### src/hdl/cd_pkg.sv
// ----------------------------------------------------------------------------
// cd_pkg
// Shared constants, codes and controller/datapath bundles for the
// Cholesky decomposition block.
// ----------------------------------------------------------------------------
package cd_pkg;

	localparam int MAX_N_DEF     = 8;
	localparam int FRAC_BITS_DEF = 16;
	localparam int VAL_W         = 32;
	localparam int IDX_W         = 6;
	localparam int SIZE_W        = 4;
	localparam int COL_W         = 4;
	localparam logic [SIZE_W-1:0] SIZE_RESET = 4'd8;

	// source of the word written into the matrix store
	typedef enum logic [1:0] {
		WSEL_LOAD = 2'd0,
		WSEL_ROOT = 2'd1,
		WSEL_QUOT = 2'd2
	} wsel_t;

	// commands from the controller to the datapath
	typedef struct packed {
		logic              mem_we;
		wsel_t             wsel;
		logic [IDX_W-1:0]  waddr;
		logic [IDX_W-1:0]  addr_a;
		logic [IDX_W-1:0]  addr_b;
		logic              acc_init;
		logic              mul_en;
		logic              acc_sub;
		logic              sqrt_start;
		logic              sqrt_step;
		logic              div_start;
		logic              div_step;
		logic              d_load;
		logic              out_load;
		logic              out_fail;
		logic [IDX_W-1:0]  out_index;
		logic              out_last;
		logic [COL_W-1:0]  fail_col;
	} cmd_t;

	// status from the datapath to the controller
	typedef struct packed {
		logic acc_nonpos;
	} stat_t;

endpackage

### src/hdl/cd_controller.sv
// ----------------------------------------------------------------------------
// cd_controller
// Sequencer for load, column-by-column decomposition and result streaming.
// ----------------------------------------------------------------------------
module cd_controller import cd_pkg::*; #(
	parameter int MAX_N = MAX_N_DEF
) (
	input  logic              clk,
	input  logic              arst_n,
	input  logic [SIZE_W-1:0] matrix_size,
	input  logic              in_valid,
	output logic              in_ready,
	output logic              out_valid,
	input  logic              out_ready,
	input  logic              out_last,
	output cmd_t              cmd,
	input  stat_t             stat
);

	localparam int CNT_W = $clog2(MAX_N + 1);
	localparam int CW    = $clog2(MAX_N * MAX_N + 1);
	localparam int SQRT_STEPS = 32;
	localparam int DIV_STEPS  = 64;

	typedef enum logic [14:0] {
		ST_LOAD     = 15'b000000000000001,
		ST_INIT_RD  = 15'b000000000000010,
		ST_INIT     = 15'b000000000000100,
		ST_MAC_RD   = 15'b000000000001000,
		ST_MAC_MUL  = 15'b000000000010000,
		ST_MAC_ACC  = 15'b000000000100000,
		ST_EVAL     = 15'b000000001000000,
		ST_SQRT     = 15'b000000010000000,
		ST_WRITE_D  = 15'b000000100000000,
		ST_DIV      = 15'b000001000000000,
		ST_WRITE_L  = 15'b000010000000000,
		ST_OUT_RD   = 15'b000100000000000,
		ST_OUT_LD   = 15'b001000000000000,
		ST_OUT_WAIT = 15'b010000000000000,
		ST_FAIL     = 15'b100000000000000
	} state_t;

	state_t           state_q, state_d;
	logic [CNT_W-1:0] i_q, i_d, j_q, j_d, k_q, k_d;
	logic [CW-1:0]    cnt_q, cnt_d;
	logic [5:0]       step_q, step_d;
	logic [CNT_W-1:0] n_eff;
	logic [CW-1:0]    total, widx, wnext;
	logic             diag;

	function automatic logic [IDX_W-1:0] addr_of(input logic [CNT_W-1:0] row,
		input logic [CNT_W-1:0] col, input logic [CNT_W-1:0] n);
		logic [2*CNT_W:0] a;
		a = (2*CNT_W+1)'(row * n) + (2*CNT_W+1)'(col);
		return IDX_W'(a);
	endfunction

	// effective size and element count
	always_comb begin
		if (matrix_size == '0) begin
			n_eff = CNT_W'(1);
		end else if (32'(matrix_size) > MAX_N) begin
			n_eff = CNT_W'(MAX_N);
		end else begin
			n_eff = CNT_W'(matrix_size);
		end
		total = CW'(n_eff * n_eff);
		widx  = (cnt_q >= total) ? '0 : cnt_q;
		wnext = widx + CW'(1);
		diag  = (i_q == j_q);
	end

	assign in_ready  = (state_q == ST_LOAD);
	assign out_valid = (state_q == ST_OUT_WAIT) || (state_q == ST_FAIL);

	// next state and commands
	always_comb begin
		state_d = state_q;
		i_d     = i_q;
		j_d     = j_q;
		k_d     = k_q;
		cnt_d   = cnt_q;
		step_d  = step_q;
		cmd            = '0;
		cmd.wsel       = WSEL_LOAD;
		cmd.addr_a     = addr_of(i_q, k_q, n_eff);
		cmd.addr_b     = addr_of(j_q, k_q, n_eff);
		cmd.out_index  = IDX_W'(cnt_q);
		cmd.out_last   = (cnt_q == total - CW'(1));
		cmd.fail_col   = COL_W'(j_q) + COL_W'(1);
		unique case (state_q)
			ST_LOAD: begin
				cmd.waddr = IDX_W'(widx);
				if (in_valid) begin
					cmd.mem_we = 1'b1;
					if (wnext == total) begin
						cnt_d   = '0;
						i_d     = '0;
						j_d     = '0;
						state_d = ST_INIT_RD;
					end else begin
						cnt_d = wnext;
					end
				end
			end
			ST_INIT_RD: begin
				cmd.addr_a = addr_of(i_q, j_q, n_eff);
				state_d    = ST_INIT;
			end
			ST_INIT: begin
				cmd.acc_init = 1'b1;
				k_d          = '0;
				state_d      = (j_q == '0) ? ST_EVAL : ST_MAC_RD;
			end
			ST_MAC_RD: begin
				state_d = ST_MAC_MUL;
			end
			ST_MAC_MUL: begin
				cmd.mul_en = 1'b1;
				state_d    = ST_MAC_ACC;
			end
			ST_MAC_ACC: begin
				cmd.acc_sub = 1'b1;
				k_d         = k_q + CNT_W'(1);
				state_d     = (k_q + CNT_W'(1) == j_q) ? ST_EVAL : ST_MAC_RD;
			end
			ST_EVAL: begin
				step_d = '0;
				if (!diag) begin
					cmd.div_start = 1'b1;
					state_d       = ST_DIV;
				end else if (stat.acc_nonpos) begin
					state_d = ST_FAIL;
				end else begin
					cmd.sqrt_start = 1'b1;
					state_d        = ST_SQRT;
				end
				cmd.out_fail = diag && stat.acc_nonpos;
			end
			ST_SQRT: begin
				cmd.sqrt_step = 1'b1;
				step_d        = step_q + 6'd1;
				if (step_q == 6'(SQRT_STEPS - 1)) state_d = ST_WRITE_D;
			end
			ST_WRITE_D: begin
				cmd.mem_we = 1'b1;
				cmd.wsel   = WSEL_ROOT;
				cmd.waddr  = addr_of(j_q, j_q, n_eff);
				cmd.d_load = 1'b1;
				i_d        = j_q + CNT_W'(1);
				cnt_d      = '0;
				state_d    = (j_q + CNT_W'(1) == n_eff) ? ST_OUT_RD : ST_INIT_RD;
			end
			ST_DIV: begin
				cmd.div_step = 1'b1;
				step_d       = step_q + 6'd1;
				if (step_q == 6'(DIV_STEPS - 1)) state_d = ST_WRITE_L;
			end
			ST_WRITE_L: begin
				cmd.mem_we = 1'b1;
				cmd.wsel   = WSEL_QUOT;
				cmd.waddr  = addr_of(i_q, j_q, n_eff);
				cnt_d      = '0;
				if (i_q + CNT_W'(1) == n_eff) begin
					j_d     = j_q + CNT_W'(1);
					i_d     = j_q + CNT_W'(1);
					state_d = (j_q + CNT_W'(1) == n_eff) ? ST_OUT_RD : ST_INIT_RD;
				end else begin
					i_d     = i_q + CNT_W'(1);
					state_d = ST_INIT_RD;
				end
			end
			ST_OUT_RD: begin
				cmd.addr_a = IDX_W'(cnt_q);
				state_d    = ST_OUT_LD;
			end
			ST_OUT_LD: begin
				cmd.out_load = 1'b1;
				state_d      = ST_OUT_WAIT;
			end
			ST_OUT_WAIT: begin
				if (out_ready) begin
					cnt_d = cnt_q + CW'(1);
					if (cnt_q == total - CW'(1)) begin
						cnt_d   = '0;
						state_d = ST_LOAD;
					end else begin
						state_d = ST_OUT_RD;
					end
				end
			end
			ST_FAIL: begin
				if (out_ready) begin
					cnt_d   = '0;
					state_d = ST_LOAD;
				end
			end
			default: state_d = ST_LOAD;
		endcase
	end

	// state and counters
	always_ff @(posedge clk or negedge arst_n) begin
		if (!arst_n) begin
			state_q <= ST_LOAD;
			i_q     <= '0;
			j_q     <= '0;
			k_q     <= '0;
			cnt_q   <= '0;
			step_q  <= '0;
		end else begin
			state_q <= state_d;
			i_q     <= i_d;
			j_q     <= j_d;
			k_q     <= k_d;
			cnt_q   <= cnt_d;
			step_q  <= step_d;
		end
	end

	// input and output never open together
	a_no_overlap: assert property (@(posedge clk) disable iff (!arst_n)
		!(in_ready && out_valid))
		else $error("input and output both open");

	// final word returns to loading
	a_last_to_load: assert property (@(posedge clk) disable iff (!arst_n)
		(out_valid && out_ready && out_last) |=> (state_q == ST_LOAD))
		else $error("no return to load after final word");

	// root taken only of a positive residue
	a_sqrt_pos: assert property (@(posedge clk) disable iff (!arst_n)
		cmd.sqrt_start |-> !stat.acc_nonpos)
		else $error("square root of non-positive residue");

	// store written only while loading or on a result write
	a_we_states: assert property (@(posedge clk) disable iff (!arst_n)
		cmd.mem_we |-> (state_q == ST_LOAD || state_q == ST_WRITE_D
			|| state_q == ST_WRITE_L))
		else $error("unexpected store write");

endmodule
### config.mk
export PLATFORM = sky130hd
export DESIGN_NAME = cd_controller
export DESIGN_NICKNAME = d
export VERILOG_FILES = /design/src/hdl/cd_pkg.sv /design/src/hdl/cd_controller.sv
export SDC_FILE = /design/constraint.sdc
export NUM_CORES = 1
export LEC_CHECK = 0
export BUFFER_PORTS_ARGS = -buffer_cell sky130_fd_sc_hd__buf_2
export CORE_ASPECT_RATIO = 0.7
export CORE_MARGIN = 4
export CORE_UTILIZATION = 35
export CTS_CLUSTER_SIZE = 25
export DETAILED_ROUTE_END_ITERATION = 7
export PLACE_DENSITY_LB_ADDON = 0.3
export SYNTH_ARGS = -nofsm -noshare
export SYNTH_HDL_FRONTEND = slang
export SYNTH_SLANG_ARGS = --single-unit
### constraint.sdc
create_clock -name clk -period 11 [get_ports clk]
set_input_delay 0.55 -clock clk [delete_from_list [all_inputs] [get_ports clk]]
set_output_delay 0.55 -clock clk [all_outputs]
set_load 0.03 [all_outputs]
======== Yosys cells after proc, flatten, opt, wreduce, memory -nomap -nowiden ========
Cells that the tools add are included.
word-level totals
  bits in registers ....................... 40
  input port bits ......................... 10
  output and inout port bits .............. 44
  logic and storage cells ................. 116
cells by class
  $add $sub $neg .......................... 11
  multipliers ............................. 3
  $lt $le $gt $ge ......................... 2
  eq/ne operators ......................... 30
  muxes and demuxes ....................... 49
  reductions and logical operators ........ 15
operator list
  kind                                                                number
  15-bit one-hot mux with 15 select lines                             1
  15-bit two-way mux                                                  8
  7-bit two-way mux                                                   8
  12-bit two-way mux                                                  3
  7-bit one-hot mux with 4 select lines                               1
  6-bit by 4-bit adder with 6-bit output                              4
  4-bit two-way mux                                                   6
  6-bit one-hot mux with 2 select lines                               2
  6-bit one-hot mux with 3 select lines                               1
  4-bit == test                                                       4
  4-bit one-hot mux with 2 select lines                               2
  15-bit by 1-bit == test with 1-bit output (second input constant)   1
  15-bit by 10-bit == test with 1-bit output (second input constant)  1
  15-bit by 11-bit == test with 1-bit output (second input constant)  1
  15-bit by 12-bit == test with 1-bit output (second input constant)  1
  15-bit by 13-bit == test with 1-bit output (second input constant)  1
  15-bit by 14-bit == test with 1-bit output (second input constant)  1
  15-bit == test (second input constant)                              1
  15-bit by 2-bit == test with 1-bit output (second input constant)   1
  15-bit by 3-bit == test with 1-bit output (second input constant)   1
  15-bit by 4-bit == test with 1-bit output (second input constant)   1
  15-bit by 5-bit == test with 1-bit output (second input constant)   1
  15-bit by 6-bit == test with 1-bit output (second input constant)   1
  15-bit by 7-bit == test with 1-bit output (second input constant)   1
  29 further kinds                                                    57

======== Longest topological paths before layout ========
  depth after elaboration ................. 11
  mapped depth ............................ 24
  mapped depth without buffers ............ 21

======== Least setup slack after synthesis ========
Ideal clock, no wire load.
  kind .................................... input -> register
  from .................................... input port matrix_size[3]
  to ...................................... register j_q[0]
  library setup time ...................... 0.125 ns
  arrival ................................. 5.610 ns
  data required time ...................... 10.875 ns
  path slack .............................. 5.266 ns
  stages .................................. 24
  buffers on the path ..................... 3
  path through ............................ clkbuf_1 > nor2b_1 > clkbuf_1 > and2_1 > ha_1 > ha_1 > nor2b_1 > a221o_1 > nor2_1 > ha_1 > and2_1 > and4_1 > or2_0 > buf_2 > nor2_1 > ha_1 > nand3_1 > xor2_1 > a311o_1 > a221oi_1 > o221a_2 > o211ai_1 > o32a_1 > mux2_2
between the ends
  cells in the longest elaborated chain, start to end .. 10
  elaborated cells on any way between the ends .. 13
  those cells by class .................... add/sub: 1; mul: 1; order compare: 2; eq/ne: 4; mux: 3; reduce/logical: 2
RTL lines
  item                                                       RTL line              text
  start, declared                                            cd_controller.sv:10   input logic [SIZE_W-1:0] matrix_size,
  4-bit > comparator                                         cd_controller.sv:62   end else if (32'(matrix_size) > MAX_N) begin
  4-bit two-way mux                                          cd_controller.sv:62
  4-bit two-way mux (*)                                      cd_controller.sv:60   if (matrix_size == '0) begin
  4-bit by 4-bit multiplier with 7-bit output                cd_controller.sv:67   total = CW'(n_eff * n_eff);
  7-bit >= comparator                                        cd_controller.sv:68   widx = (cnt_q >= total) ? '0 : cnt_q;
  7-bit two-way mux                                          cd_controller.sv:68
  7-bit by 1-bit adder with 7-bit output                     cd_controller.sv:69   wnext = widx + CW'(1);
  7-bit == test                                              cd_controller.sv:96   if (wnext == total) begin
  2-bit by 1-bit != test with 1-bit output (no source line)  -
  4-bit AND reduction (no source line) (*)                   -
  end signal, assigned                                       cd_controller.sv:214  j_q <= j_d;
  end, declared                                              cd_controller.sv:44   logic [CNT_W-1:0] i_q, i_d, j_q, j_d, k_q, k_d;
Mark *: on every way between the ends. The rest lies on a longest branch, timed or not.
A chain may end at the register's enable or synchronous reset.

======== Worst setup path in the final report ========
Ends and elaborated chain as after synthesis.

==> flow_summary.html <==
<table>
<tr><th>Metric</th><th>Value</th></tr>
<tr><th colspan="2">Run status</th></tr>
<tr><td>Result of the run</td><td>complete, no violations</td></tr>
<tr><th colspan="2">Timing</th></tr>
<tr><td>Worst hold margin</td><td>0.415 ns</td></tr>
<tr><td>Transition time at the pin with the least slew margin</td><td>0.969 ns</td></tr>
<tr><td>Total Neg Setup Slack</td><td>0 ns</td></tr>
<tr><td>Crit path setup slack, layout</td><td>4.60 ns</td></tr>
<tr><td>Setup skew after layout</td><td>0.00462 ns</td></tr>
<tr><td>Tightest slew margin relative to the limit</td><td>0.354</td></tr>
<tr><td>Setup repair after global routing missed its margin</td><td>no</td></tr>
<tr><td>Minimum clock period after layout</td><td>6.40 ns</td></tr>
<tr><td>Period Utilization, post-route</td><td>0.582</td></tr>
<tr><td>Number of max-slew violations in the final report</td><td>0</td></tr>
<tr><td>Max Clk Rate</td><td>156 MHz</td></tr>
<tr><td>Final count of negative-setup-slack endpoints</td><td>0</td></tr>
<tr><td>Final hold violation count</td><td>0</td></tr>
<tr><th colspan="2">Power and ir drop</th></tr>
<tr><td>Relative contribution of the clock network to total power</td><td>0.161</td></tr>
<tr><td>Sequential Power Share</td><td>0.251</td></tr>
<tr><td>Internal Dissipation</td><td>446 uW</td></tr>
<tr><td>Switching power total</td><td>457 uW</td></tr>
<tr><td>Power density relative to cell area</td><td>169 mW/mm^2</td></tr>
<tr><td>Worst-case vdd ir drop</td><td>0.000146 V</td></tr>
<tr><td>Leakage power figure</td><td>2.58 nW</td></tr>
<tr><td>Total design power</td><td>903 uW</td></tr>
<tr><td>Combinational power share</td><td>0.588</td></tr>
<tr><td>Switching fraction of total power</td><td>0.506</td></tr>
<tr><th colspan="2">Logic synthesis</th></tr>
<tr><td>Share of flip-flops with an asynchronous set or reset</td><td>1.00</td></tr>
<tr><td>Cell types occupying the most area after synthesis</td><td>dfrtp_1, ha_1, xnor2_1, fa_1, xor2_1</td></tr>
<tr><td>Share of Yosys cell area claimed by the top area cell type</td><td>0.202</td></tr>
<tr><td>Number of enable flip-flop cells after synthesis</td><td>0</td></tr>
<tr><td>Cells after Synth</td><td>591</td></tr>
<tr><td>Library cell with the largest summed area after synthesis</td><td>dfrtp_1</td></tr>
<tr><td>Netlist cell types</td><td>71</td></tr>
<tr><td>Flop and latch count out of synthesis</td><td>40</td></tr>
<tr><td>Mean post-synth cell area</td><td>8.17 sq um</td></tr>
<tr><td>Post-synthesis instance area</td><td>0.00483 sq mm</td></tr>
<tr><td>Share of synthesized area occupied by flip-flops and latches</td><td>0.208</td></tr>
<tr><td>Warnings, synthesis</td><td>0</td></tr>
<tr><td>Most frequently used flop master after synthesis</td><td>dfrtp_1</td></tr>
<tr><th colspan="2">Routing</th></tr>
<tr><td>Post-detailed-routing wire length</td><td>13500 microns</td></tr>
<tr><td>Number of iterations in the first detailed-routing pass</td><td>5</td></tr>
<tr><td>Post-route DRC violation count</td><td>0</td></tr>
<tr><td>Total via count in the routed design</td><td>4403</td></tr>
<tr><td>Number of nets with antenna violations after routing</td><td>0</td></tr>
<tr><td>Starting DRT DRC Count</td><td>392</td></tr>
<tr><td>Vias per inst</td><td>5.44</td></tr>
<tr><td>Routed WL per cell</td><td>16.7 microns</td></tr>
<tr><th colspan="2">Job</th></tr>
<tr><td>Max-cap viol count</td><td>0</td></tr>
<tr><th colspan="2">Cells and area</th></tr>
<tr><td>Design area</td><td>0.00534 sq mm</td></tr>
<tr><td>Area added between synthesis and finish</td><td>10.6%</td></tr>
<tr><td>Count of nets after finishing</td><td>694</td></tr>
<tr><td>Final antenna diode count</td><td>0</td></tr>
<tr><td>Share of layout cells above drive strength 1</td><td>0.128</td></tr>
<tr><th colspan="2">Placed design</th></tr>
<tr><td>PortBufs</td><td>52</td></tr>
<tr><td>Placed instance area</td><td>0.00519 sq mm</td></tr>
<tr><td>Gpl congestion</td><td>0.874</td></tr>
<tr><td>Worst setup timing slack at the placement stage</td><td>4.32 ns</td></tr>
<tr><td>DPL Wire Length</td><td>10800 microns</td></tr>
<tr><th colspan="2">Clock network</th></tr>
<tr><td>H-Tree Depth</td><td>2</td></tr>
<tr><td>TritonCTS buffer count</td><td>5</td></tr>
<tr><td>CTS sink cnt</td><td>40</td></tr>
<tr><td>Post-CTS repair timing setup buffer count</td><td>0</td></tr>
<tr><td>Worst-Skew Late Latency</td><td>0.29 ns</td></tr>
<tr><td>Clock root buffer</td><td>clkbuf_16</td></tr>
<tr><td>Gates resized, CTS repair</td><td>0</td></tr>
<tr><td>Buffers from clock root to sink, at most</td><td>2</td></tr>
<tr><td>Cts-stage hold buffer count</td><td>0</td></tr>
<tr><td>Clock tree from TritonCTS</td><td>yes</td></tr>
<tr><td>Clock-pin slew on the worst setup and hold paths</td><td>0.06 ns</td></tr>
<tr><th colspan="2">Global routing</th></tr>
<tr><td>Number of global-route vias before repair</td><td>4204</td></tr>
<tr><td>Maximum number of pins on one net before global-route repair</td><td>41</td></tr>
<tr><td>Initial antenna violation count</td><td>0</td></tr>
<tr><td>First-pass GRT wire length</td><td>21700 microns</td></tr>
<tr><td>Total global-route track usage</td><td>0.170</td></tr>
<tr><td>Remaining Overflow, GRT</td><td>0</td></tr>
<tr><th colspan="2">Worst setup path</th></tr>
<tr><td>Worst Path Class, Setup</td><td>in -&gt; reg</td></tr>
<tr><td>Reg2reg end</td><td>j_q[0]</td></tr>
<tr><td>Kind of end point of the critical path</td><td>flop</td></tr>
<tr><td>CP Launch Type</td><td>input port</td></tr>
<tr><td>Required time reported for the critical path endpoint</td><td>11.18 ns</td></tr>
<tr><td>CP Max Fanout</td><td>15</td></tr>
<tr><td>FF-to-FF setup slack</td><td>5.93 ns</td></tr>
<tr><td>Crit path DAT</td><td>6.58 ns</td></tr>
<tr><td>Startpoint of the worst-slack reg-to-reg timing path</td><td>cnt_q[0]</td></tr>
<tr><td>Worst Reg2Reg Path Length in Cells</td><td>16</td></tr>
<tr><th colspan="2">Die</th></tr>
<tr><td>Initial Util</td><td>0.362</td></tr>
<tr><td>Die outline area</td><td>0.0158 sq mm</td></tr>
<tr><td>I/O pin count</td><td>54</td></tr>
<tr><td>Die span in x</td><td>148 microns</td></tr>
<tr><td>Core region area</td><td>0.0133 sq mm</td></tr>
<tr><td>Num rows</td><td>35</td></tr>
<tr><td>Die Ht</td><td>106 microns</td></tr>
<tr><th colspan="2">Hold path</th></tr>
<tr><td>Hold/Removal Path Class</td><td>in -&gt; async</td></tr>
</table>
==> how the worst max path moves through the flow <==
stage / end / slack (ns) / start / depth (start not counted)
after global routing: j_q[0] / 4.15 / matrix_size[3] / 22
after floorplan: j_q[0] / 5.27 / matrix_size[3] / 24
after global placement: j_q[0] / 4.44 / matrix_size[3] / 22
after detailed placement: j_q[0] / 4.32 / matrix_size[3] / 22
after CTS: j_q[0] / 4.63 / matrix_size[3] / 22
final: j_q[0] / 4.60 / matrix_size[3] / 22
==> cell type report <==
type / instances / area [sq um]
Fill cell: 1391 / 7980
Multi-Input combinational cell: 476 / 3510
Sequential cell: 40 / 1000
Timing Repair Buffer: 54 / 275
Tap cell: 185 / 231
Inverter: 46 / 173
Clock buffer: 6 / 129
Clock inverter: 2 / 12.5
==> flip-flops by register name, indices dropped and copies added (netlist names) <==
| register | flops |
|---|---|
| cnt_q | 7 |
| i_q | 4 |
| step_q | 6 |
| j_q | 4 |
| state_q | 15 |
| k_q | 4 |
==> per-stage QoR <==
| step | instances | utilization |
|---|---|---|
| finish | 809 | 0.401 |
| global route | 809 | 0.401 |
| CTS | 809 | 0.401 |
| detailed placement | 801 | 0.390 |
| global placement | 801 | 0.390 |
| floorplan | 592 | - |
==> kinds of logic (layout without fill, tap and decap cells) <==
family | count (synthesis) | after routing | share of synthesized area
and+or+nand+nor | 230 | 230 | 0.259
AOI/OAI and AO/OA | 118 | 118 | 0.169
buffers and inverters | 76 | 108 | 0.0653
adders and majority gates | 61 | 61 | 0.178
xor gates and xnor gates | 60 | 60 | 0.109
DFF | 40 | 40 | 0.208
muxes | 5 | 5 | 0.0111
other | 1 | 2 | 0.000777
==> cell usage after synthesis (3+ instances only) <==
cell      count
nor2_1       51
ha_1         48
nand2_1      46
inv_1        45
dfrtp_1      39
xnor2_1      32
o21ai_0      31
xor2_1       28
nand3_1      23
and2_1       22
a21oi_1      20
clkbuf_1     20
fa_1         13
nor2b_1      13
a21o_1       12
nor3_1       12
nand2b_1      8
buf_4         7
or4_1         7
a22oi_1       6
nor3b_1       6
o211ai_1      6
or3_1         6
a221o_1       5
nor4_1        5
nor4b_1       5
o31ai_1       5
a31oi_1       3
and3_1        3
buf_2         3
mux2_2        3
nand3b_1      3
o221ai_1      3
o22ai_1       3
or2_2         3
==> power groups by stage <==
stage / combinational, mW / clock [mW] / sequential, mW
6_report: 0.531 / 0.145 / 0.227
3_3_place_gp: 0.519 / 0 / 0.228
3_5_place_dp: 0.525 / 0 / 0.228
5_1_grt: 0.583 / 0.154 / 0.231
4_1_cts: 0.529 / 0.149 / 0.226
2_1_floorplan: 0.425 / 0 / 0.191
==> cell usage in the layout (no fill, tap or decap), drive strengths merged, types with 22 or more instances in the layout <==
master,Yosys,final
buf,10,54
and2,22,22
xnor2,32,32
ha,48,48
dfrtp,39,39
nor2,51,51
xor2,28,28
nand2,46,46
o21ai,31,31
inv,46,46
nand3,23,23
==> worst max-delay path: stages <==
cell      delay (ns)
buf_2           0.19
nor2b_1         0.59
and2_1          0.23
ha_1            0.24
ha_1            0.33
nor2b_1         0.16
a221o_1         0.36
nor2_1          0.22
ha_1            0.29
and2_1          0.17
and4_1          0.22
or2_0           0.40
nor2_1          0.17
ha_1            0.25
nand3_1         0.13
xor2_1          0.21
a311o_1         0.35
a221oi_1        0.28
o221a_2         0.27
o211ai_1        0.26
o32a_1          0.42
mux2_2          0.27
==> per-layer routing <==
metal | up-vias | part of all wire | wire length (microns) | global-route usage
li1 | 2143 | - | - | -
met1 | 2130 | 0.51 | 6890 | 0.262
met2 | 121 | 0.42 | 5730 | 0.253
met3 | 9 | 0.058 | 790 | 0.0268
met4 | 0 | 0.0064 | 87 | 0.0283
met5 | - | 0 | 0 | 0
(Power assumes the default switching activity.)
